[src/design/m3alu_pkg.sv]
// m3alu_pkg: types and constants shared by the 3x3 integer matrix unit
// no dependencies

package m3alu_pkg;

  localparam int MATRIX_SIZE = 3;
  localparam int CELLS       = MATRIX_SIZE * MATRIX_SIZE;
  localparam int CELL_W      = $clog2(CELLS);
  localparam int IDX_W       = $clog2(MATRIX_SIZE);
  localparam int POS_W       = 2;
  localparam int OP_W        = 3;
  localparam int DATA_W      = 32;

  typedef enum logic [OP_W-1:0] {
    OP_LOAD_A    = 3'd0,
    OP_LOAD_B    = 3'd1,
    OP_LOAD_BASE = 3'd2,
    OP_ADD       = 3'd3,
    OP_SUB       = 3'd4,
    OP_MUL       = 3'd5,
    OP_SCALE     = 3'd6,
    OP_TRANSPOSE = 3'd7
  } op_t;

  typedef enum logic [2:0] {
    ST_IDLE,
    ST_RD,
    ST_EX,
    ST_ACC,
    ST_OUT
  } state_t;

endpackage

[src/design/matrix3_integer_alu.sv]
// matrix3_integer_alu: 3x3 signed integer matrix unit, A kept in one synchronous
// memory and B with base in a second, one element computed at a time
// depends on m3alu_pkg
//
// Usage: transactions enter on in_valid/in_ready with operation, row, col and
// value. Loads (A, B, base) write one element in the accepting cycle and give
// no result; a load with row or col out of range is dropped. Compute
// operations give nine results on out_valid/out_ready in row-major order,
// with last set on the final one.
// Steps per result element: add, subtract and transpose go through memory
// read, execute and output; scalar multiply adds a step for the registered
// product; the matrix product reads, multiplies and accumulates for each of
// three terms through the one multiplier, then outputs. in_ready is high
// only between compute items; the next item is taken while the last result
// still waits in the output register.
// A stalled receiver holds the output register and freezes the sequencer at
// its output step. Synchronous reset returns the sequencer to idle and
// empties the output register; matrix contents are undefined until loaded.

module matrix3_integer_alu
  import m3alu_pkg::*;
(
  input  logic                     clk,
  input  logic                     rst,
  input  logic                     in_valid,
  output logic                     in_ready,
  input  logic [OP_W-1:0]          operation,
  input  logic [POS_W-1:0]         row,
  input  logic [POS_W-1:0]         col,
  input  logic signed [DATA_W-1:0] value,
  output logic                     out_valid,
  input  logic                     out_ready,
  output logic [POS_W-1:0]         out_row,
  output logic [POS_W-1:0]         out_col,
  output logic signed [DATA_W-1:0] element,
  output logic                     last
);

  // B in the lower half, base in the upper half
  localparam int BB_W = $clog2(2 * CELLS);

  logic [DATA_W-1:0] mem_a      [CELLS];
  logic [DATA_W-1:0] mem_b_base [2 * CELLS];

  logic [DATA_W-1:0] a_q, b_q;
  logic [CELL_W-1:0] addr_a, addr_b, addr_base, addr_here, addr_wr;
  logic [BB_W-1:0]   addr_bb;

  state_t            state, state_next;
  op_t               op, in_op;
  logic [DATA_W-1:0] scalar;
  logic [IDX_W-1:0]  r, c, k;
  logic [DATA_W-1:0] prod, acc, res, sum;
  logic              in_fire, is_load, in_range, out_free;
  logic              k_last, c_last, r_last;

  assign in_op    = op_t'(operation);
  assign in_ready = (state == ST_IDLE);
  assign in_fire  = in_valid && in_ready;
  assign is_load  = (in_op == OP_LOAD_A) || (in_op == OP_LOAD_B) ||
                    (in_op == OP_LOAD_BASE);
  assign in_range = (32'(row) < MATRIX_SIZE) && (32'(col) < MATRIX_SIZE);
  assign addr_wr  = CELL_W'(32'(row) * MATRIX_SIZE + 32'(col));
  assign out_free = !out_valid || out_ready;

  assign k_last = (32'(k) == MATRIX_SIZE - 1);
  assign c_last = (32'(c) == MATRIX_SIZE - 1);
  assign r_last = (32'(r) == MATRIX_SIZE - 1);

  // read addresses follow the element counters
  assign addr_here = CELL_W'(32'(r) * MATRIX_SIZE + 32'(c));
  always_comb begin
    addr_a    = addr_here;
    addr_b    = addr_here;
    addr_base = addr_here;
    if (op == OP_MUL) begin
      addr_a = CELL_W'(32'(r) * MATRIX_SIZE + 32'(k));
      addr_b = CELL_W'(32'(k) * MATRIX_SIZE + 32'(c));
    end
    if (op == OP_TRANSPOSE) begin
      addr_base = CELL_W'(32'(c) * MATRIX_SIZE + 32'(r));
    end
    addr_bb = BB_W'(addr_b);
    if (op == OP_SCALE || op == OP_TRANSPOSE) begin
      addr_bb = BB_W'(32'(addr_base) + CELLS);
    end
  end

  // matrix memories: one write port, one registered read port each
  always_ff @(posedge clk) begin
    if (in_fire && in_range) begin
      case (in_op)
        OP_LOAD_A:    mem_a[addr_wr] <= value;
        OP_LOAD_B:    mem_b_base[BB_W'(addr_wr)] <= value;
        OP_LOAD_BASE: mem_b_base[BB_W'(32'(addr_wr) + CELLS)] <= value;
        default: ;
      endcase
    end
    a_q <= mem_a[addr_a];
    b_q <= mem_b_base[addr_bb];
  end

  always_ff @(posedge clk) begin
    if (rst) begin
      state <= ST_IDLE;
    end else begin
      state <= state_next;
    end
  end

  always_comb begin
    state_next = state;
    case (state)
      ST_IDLE: begin
        if (in_fire && !is_load) state_next = ST_RD;
      end
      ST_RD: state_next = ST_EX;
      ST_EX: begin
        if (op == OP_MUL || op == OP_SCALE) state_next = ST_ACC;
        else state_next = ST_OUT;
      end
      ST_ACC: begin
        if (op == OP_MUL && !k_last) state_next = ST_RD;
        else state_next = ST_OUT;
      end
      ST_OUT: begin
        if (out_free) begin
          if (r_last && c_last) state_next = ST_IDLE;
          else state_next = ST_RD;
        end
      end
      default: state_next = ST_IDLE;
    endcase
  end

  // first term of a dot product starts the sum from zero
  assign sum = ((k == '0) ? '0 : acc) + prod;

  always_ff @(posedge clk) begin
    if (in_fire && !is_load) begin
      op     <= in_op;
      scalar <= value;
      r      <= '0;
      c      <= '0;
      k      <= '0;
    end
    case (state)
      ST_EX: begin
        case (op)
          OP_ADD:   res  <= a_q + b_q;
          OP_SUB:   res  <= a_q - b_q;
          OP_MUL:   prod <= a_q * b_q;
          OP_SCALE: prod <= b_q * scalar;
          default:  res  <= b_q;
        endcase
      end
      ST_ACC: begin
        if (op == OP_MUL) begin
          acc <= sum;
          if (k_last) res <= sum;
          else k <= k + 1'b1;
        end else begin
          res <= prod;
        end
      end
      ST_OUT: begin
        if (out_free) begin
          k <= '0;
          if (c_last) begin
            c <= '0;
            r <= r + 1'b1;
          end else begin
            c <= c + 1'b1;
          end
        end
      end
      default: ;
    endcase
  end

  // output register
  always_ff @(posedge clk) begin
    if (rst) begin
      out_valid <= 1'b0;
    end else if (state == ST_OUT && out_free) begin
      out_valid <= 1'b1;
    end else if (out_ready) begin
      out_valid <= 1'b0;
    end
  end

  always_ff @(posedge clk) begin
    if (state == ST_OUT && out_free) begin
      out_row <= POS_W'(r);
      out_col <= POS_W'(c);
      element <= res;
      last    <= r_last && c_last;
    end
  end

  a_compute_starts: assert property (@(posedge clk) disable iff (rst)
    (in_fire && !is_load) |=> (state == ST_RD))
    else $error("compute transaction did not start a read");

  a_last_corner: assert property (@(posedge clk) disable iff (rst)
    (out_valid && last) |->
      (32'(out_row) == MATRIX_SIZE - 1) && (32'(out_col) == MATRIX_SIZE - 1))
    else $error("last flag away from the final element");

  a_acc_ops: assert property (@(posedge clk) disable iff (rst)
    (state == ST_ACC) |-> (op == OP_MUL || op == OP_SCALE))
    else $error("accumulate step for an operation without a product");

  a_out_hold: assert property (@(posedge clk) disable iff (rst)
    (state == ST_OUT && !out_free) |=> (state == ST_OUT))
    else $error("sequencer left output step while receiver stalls");

endmodule
[config.mk]
export PLATFORM = sky130hd
export DESIGN_NAME = matrix3_integer_alu
export DESIGN_NICKNAME = d
export VERILOG_FILES = /design/src/design/m3alu_pkg.sv /design/src/design/matrix3_integer_alu.sv
export SDC_FILE = /design/constraint.sdc
export NUM_CORES = 2
export LEC_CHECK = 0
export BUFFER_PORTS_ARGS = -buffer_cell sky130_fd_sc_hd__buf_2
export CORE_ASPECT_RATIO = 0.9
export CORE_MARGIN = 2
export CORE_UTILIZATION = 40
export CTS_CLUSTER_SIZE = 14
export DETAILED_ROUTE_END_ITERATION = 12
export HOLD_SLACK_MARGIN = 0.06
export SYNTH_ARGS = -nofsm -noshare
export SYNTH_HDL_FRONTEND = slang
export SYNTH_SLANG_ARGS = --single-unit
[constraint.sdc]
create_clock -name clk -period 14.6 [get_ports clk]
set_clock_uncertainty 0.05 [all_clocks]
set_input_delay 0 -clock clk [delete_from_list [all_inputs] [get_ports clk]]
set_output_delay 0 -clock clk [all_outputs]
set_load 0.03 [all_outputs]
# After elaboration in Yosys (flattened, before gate mapping)
# Memories as Yosys holds them, arrays and structs flattened. A register that Yosys moved wholly into a read port is not among the register bits.
# Index checks and enable logic that the tools add are counted.
# Widths: inputs -> output; s select.
# totals
memories	2
in_bits	43
ramBits	864
output_inout_bits	39
register_bits	178
# mem_list
memory	depth	word_bits	rd	rd_clocked_by_memory_dff	wr	line_no	rtl
mem_b_base	18	32	1	1	1	matrix3_integer_alu.sv:43	logic [DATA_W-1:0] mem_b_base [2 * CELLS];
mem_a	9	32	1	1	1	matrix3_integer_alu.sv:42	logic [DATA_W-1:0] mem_a [CELLS];
# op_classes
multipliers	6
n_addsub	13
n_reduce_logical	27
magnitude_cmp	2
n_mux	43
n_eq_ne	18
# op_table
cell	n
$mux 32	4
$pmux 32 s2	2
$pmux 32 s3	1
$add 32x32->32	2
$mul 32x32->32	2
$reduce_or 32->1	1
$sub 32x32->32	1
$mux 2	12
$add 4x2->4	5
$mul 2x2->4 const B	4
$eq 3x3->1 const B	5
$pmux 3 s5	1
$mux 1	13
$eq 3x2->1 const B	4
$mux 3	4
$mux 4	3
$add 4x4->5 const B	2
$mux 5	2
$logic_and 1x1->1	7
$add 2x1->2 const B	3
$eq 2x2->1 const B	3
$eq 3x1->1 const B	2
$logic_not 3->1	2
$reduce_and 2->1	3
11 further kinds	21

# Depth between registers and ports, before layout
# logic_depth
ltp_word	9
depth_mapped	29

# Worst setup path after synthesis
# OpenSTA, ideal clock, no wires.
# synth_path
path_kind	reg-to-reg
from	register b_q[12], read port of mem_b_base
to	register prod[31] (data pin)
synth_period_minus_slack_ps	7141
t_required_ps	14282
t_arrival_ps	6823
path_stages_with_launch	26
setup_time_ps	268
path_slack_ps	7459
path_cell_list	dfxtp_1 > clkbuf_1 > clkbuf_1 > clkbuf_1 > nand2_1 > fa_1 > inv_1 > fa_1 > fa_1 > inv_1 > fa_1 > inv_1 > fa_1 > fa_1 > fa_1 > fa_1 > ha_1 > a21oi_1 > o21ai_0 > a2111oi_0 > o31ai_1 > a31oi_1 > o21ai_1 > a31oi_1 > xnor2_1 > mux2i_1
# synth_between
elab_chain_cells	2
word_cells_on_any_way	3
classes_between	2 x mul; 1 x mux
# synth_lines
element	line_no	rtl
start, declared	matrix3_integer_alu.sv:45	logic [DATA_W-1:0] a_q, b_q;
$mul 32x32->32, on equally long branches	matrix3_integer_alu.sv:153, matrix3_integer_alu.sv:152	
$pmux 32 s2 (*)	matrix3_integer_alu.sv:149	case (op)
end signal, assigned	matrix3_integer_alu.sv:152	OP_MUL: prod <= a_q * b_q;
end signal, assigned	matrix3_integer_alu.sv:153	OP_SCALE: prod <= b_q * scalar;
end, declared	matrix3_integer_alu.sv:53	logic [DATA_W-1:0] prod, acc, res, sum;
# Mark *: on every way between the ends. The rest lies on a longest branch, timed or not.
# A chain may end at the register's enable or synchronous reset.

# Worst setup path in the final report
# layout_path
from	register b_q[7], read port of mem_b_base
to	register prod[31] (data pin)
# Same word-level chain as after synthesis.

==> flow_metrics.py <==
metrics = {
    "hold_path": {
        "hold_end": "out_valid",
        "hp-class": "input pin to register",
        "min_path_cells": 5,
        "min-delay-start": "out_ready",
    },
    "setup_path": {
        "critPathRequiredTime_ns": 14.96,
        "crit_buf_inv": 6,
        "worstSetupEndpointType": "register",
        "crit_family": "adder cells",
        "rr_endpoint": "prod[31]",
        "rr_worst_depth": 25,
        "cp_slowest_cell": "dfxtp_2",
        "start_kind": "register",
        "r2r-start": "b_q[7]",
        "crit_fanout": 32,
        "crit_type": "register to register",
        "worstPathArrival_ns": 8.52,
        "regToRegSetupSlack_ns": 6.44,
        "critPathMostFrequentCell": "fa_1",
        "cp_slowest_stage_delay_ns": 0.72,
    },
    "die": {
        "coreArea_um2": 195000,
        "io_pins": 82,
        "die-area_um2": 200000,
        "dieWidth_um": 471,
        "num_rows": 154,
        "start_util_pct": 40.2,
        "die_h_um": 424,
    },
    "global_routing": {
        "grt_pass1_wl_um": 334000,
        "grt_max_degree": 168,
        "grt_antenna_before_repair": 13,
        "grtUsageTotal_pct": 22.0,
        "grt.overflow.total": 0,
        "grt_pass1_vias": 53100,
    },
    "route": {
        "wire_per_inst_um": 22.8,
        "vias": 51600,
        "wirelength_um": 219000,
        "viasPerCell": 5.39,
        "drt_iter0_markers": 4968,
        "ant_nets": 0,
        "drc": 0,
        "first_pass_iters": 6,
    },
    "synth": {
        "ys_warn_count": 0,
        "synthArstFlopShare_pct": 0,
        "synthCells": 6938,
        "netlist_area_um2": 78500,
        "yosysTopAreaCellShare_pct": 39.5,
        "synth-edff-count": 1032,
        "synth_cell_types": 84,
        "ys_ff_latch": 1106,
        "synth_area_leaders": "edfxtp_1 39%, fa_1 21%, ha_1 5.3%",
        "yosys.area.top_type": "edfxtp_1",
        "synth-main-ff-cell": "edfxtp_1",
        "syn_nets": 8139,
        "yosysSeqAreaShare_pct": 41.4,
        "avgSynthCellArea_um2": 11.3,
    },
    "timing": {
        "rsz0062_at_grt": "no",
        "tns_ns": 0,
        "period_share_pct": 55.9,
        "finalHoldViolCount": 0,
        "relSlewSlack_pct": 19.0,
        "worst_pin_slew_ns": 1.21,
        "slew_viol_final": 0,
        "max_freq_mhz": 123,
        "finalSetupViolations": 0,
        "min_period_ns": 8.16,
    },
    "clocking": {
        "cts_setup_buffers": 0,
        "cts-root-buf": "clkbuf_16",
        "clock_path_buffers": 3,
        "cts_sinks": 1106,
        "h-tree-depth": 3,
        "cts_inserted_buffers": 104,
        "clock_latency_ns": 0.76,
        "cts_tree": "built",
        "clk_pin_slew_worst_paths_ns": 0.08,
    },
    "layout": {
        "nets": 8100,
        "area_delta_synth_final_pct": 9.07,
        "fill_cells": 18200,
        "drive_gt1_share_pct": 7.45,
    },
    "placed_design": {
        "post-dp-hpwl_um": 145000,
        "numPortBuffers": 81,
        "gp_congestion": 0.891,
    },
    "run_status": {
        "status": "finished clean",
    },
    "run": {
        "maxCapViolations": 0,
    },
}
[worst reg2reg max path: cells and delay by family, from the launching register on]
kind | cells | cell delay, ns
xor+xnor | 1 | 0.20
flops | 1 | 0.72
compound gates | 5 | 1.40
buf+inv | 6 | 0.82
simple gates | 3 | 0.37
fa+ha+maj | 9 | 4.15
mux | 1 | 0.11
[cells in the final DEF (no fill, tap or decap), types with 88 or more instances in the layout]
cell type / Yosys / routed
edfxtp_1: 1032 / 1032
nand2_1: 960 / 959
ha_1: 332 / 332
nor2_1: 242 / 217
a21oi_1: 250 / 247
o21ai_0: 128 / 127
mux2i_1: 170 / 168
mux2_2: 88 / 88
inv_1: 807 / 806
clkbuf_16: 0 / 106
fa_1: 826 / 826
and2_1: 631 / 625
xnor2_1: 189 / 188
a211oi_1: 122 / 122
nand3_1: 88 / 88
buf_4: 12 / 112
[metrics by stage]
stage / util [%] / hold slack, ns / instances / instance area, um2 / worst slack, ns
2_1_floorplan: - / 0.0224 / 6938 / 78500 / 7.46
3_3_place_gp: 41.9 / 0.152 / 9325 / 81800 / 6.53
3_5_place_dp: 41.9 / 0.156 / 9325 / 81800 / 6.52
4_1_cts: 43.8 / 0.0617 / 9563 / 85600 / 6.42
5_1_grt: 43.8 / 0.164 / 9564 / 85600 / 6.10
6_report: 43.8 / 0.108 / 9566 / 85600 / 6.44
[layer usage]
layer  vias to the layer above  track usage (%)  wire length (um)
met1                     26700             31.5             97600
li1                      22800                -                 -
met4                         2             4.64              4870
met5                         -                0                11
met2                      1752             35.3            101000
met3                       280             3.49             15300
[worst max path at each step]
stage                     startpoint       end  slack [ns]  depth (start not counted)
after detailed placement      b_q[3]  prod[31]        6.52                         24
after global placement        b_q[7]  prod[31]        6.53                         25
after floorplan              b_q[12]  prod[31]        7.46                         25
final                         b_q[7]  prod[31]        6.44                         25
after CTS                     b_q[7]  prod[31]        6.42                         25
after global routing          b_q[3]  prod[31]        6.10                         24
[synthesized netlist by cell type, drive strengths merged, types with 153 or more instances]
cell    number
o21ai      153
a21oi      251
fa         826
clkbuf     306
nor2       244
nand2      960
mux2i      170
inv        807
ha         332
and2       631
xnor2      190
edfxtp    1032
[timing repair]
item,CTS,global route
hold buffers,42,0
endpoints found under the setup margin,0,0
hold endpoints to repair,907,0
resized for setup,0,0
[state kept, by name, summed over array words and instances (netlist names)]
register	count
a_q	32
acc	32
b_q	32
c	2
element	32
k	2
last	1
mem_a	288
mem_b_base	576
op	3
out_col	2
out_row	2
out_valid	1
prod	32
r	2
res	32
scalar	32
state	3
[cell type report]
type                            instances  area (um2)  share of cell area, %
Sequential cell                      1106       32500                   38.0
Clock inverter                         52         490                  0.573
Antenna cell                            3        7.51                0.00877
Timing Repair Buffer                  237        1710                   1.99
Clock buffer                          144        2880                   3.36
Tap cell                             2574        3220                   3.76
Inverter                              807        3030                   3.54
Multi-Input combinational cell       4643       41800                   48.8
[cell families after synthesis]
kind of cell	synth area share, %
compound gates	6.58
buf+inv	5.80
simple gates	12.9
flops	41.4
mux	4.02
fa+ha+maj	26.4
xor+xnor	2.91
Power is not shown: default switching activity piles up to over one toggle a cycle in this logic, so the estimate is an artifact.
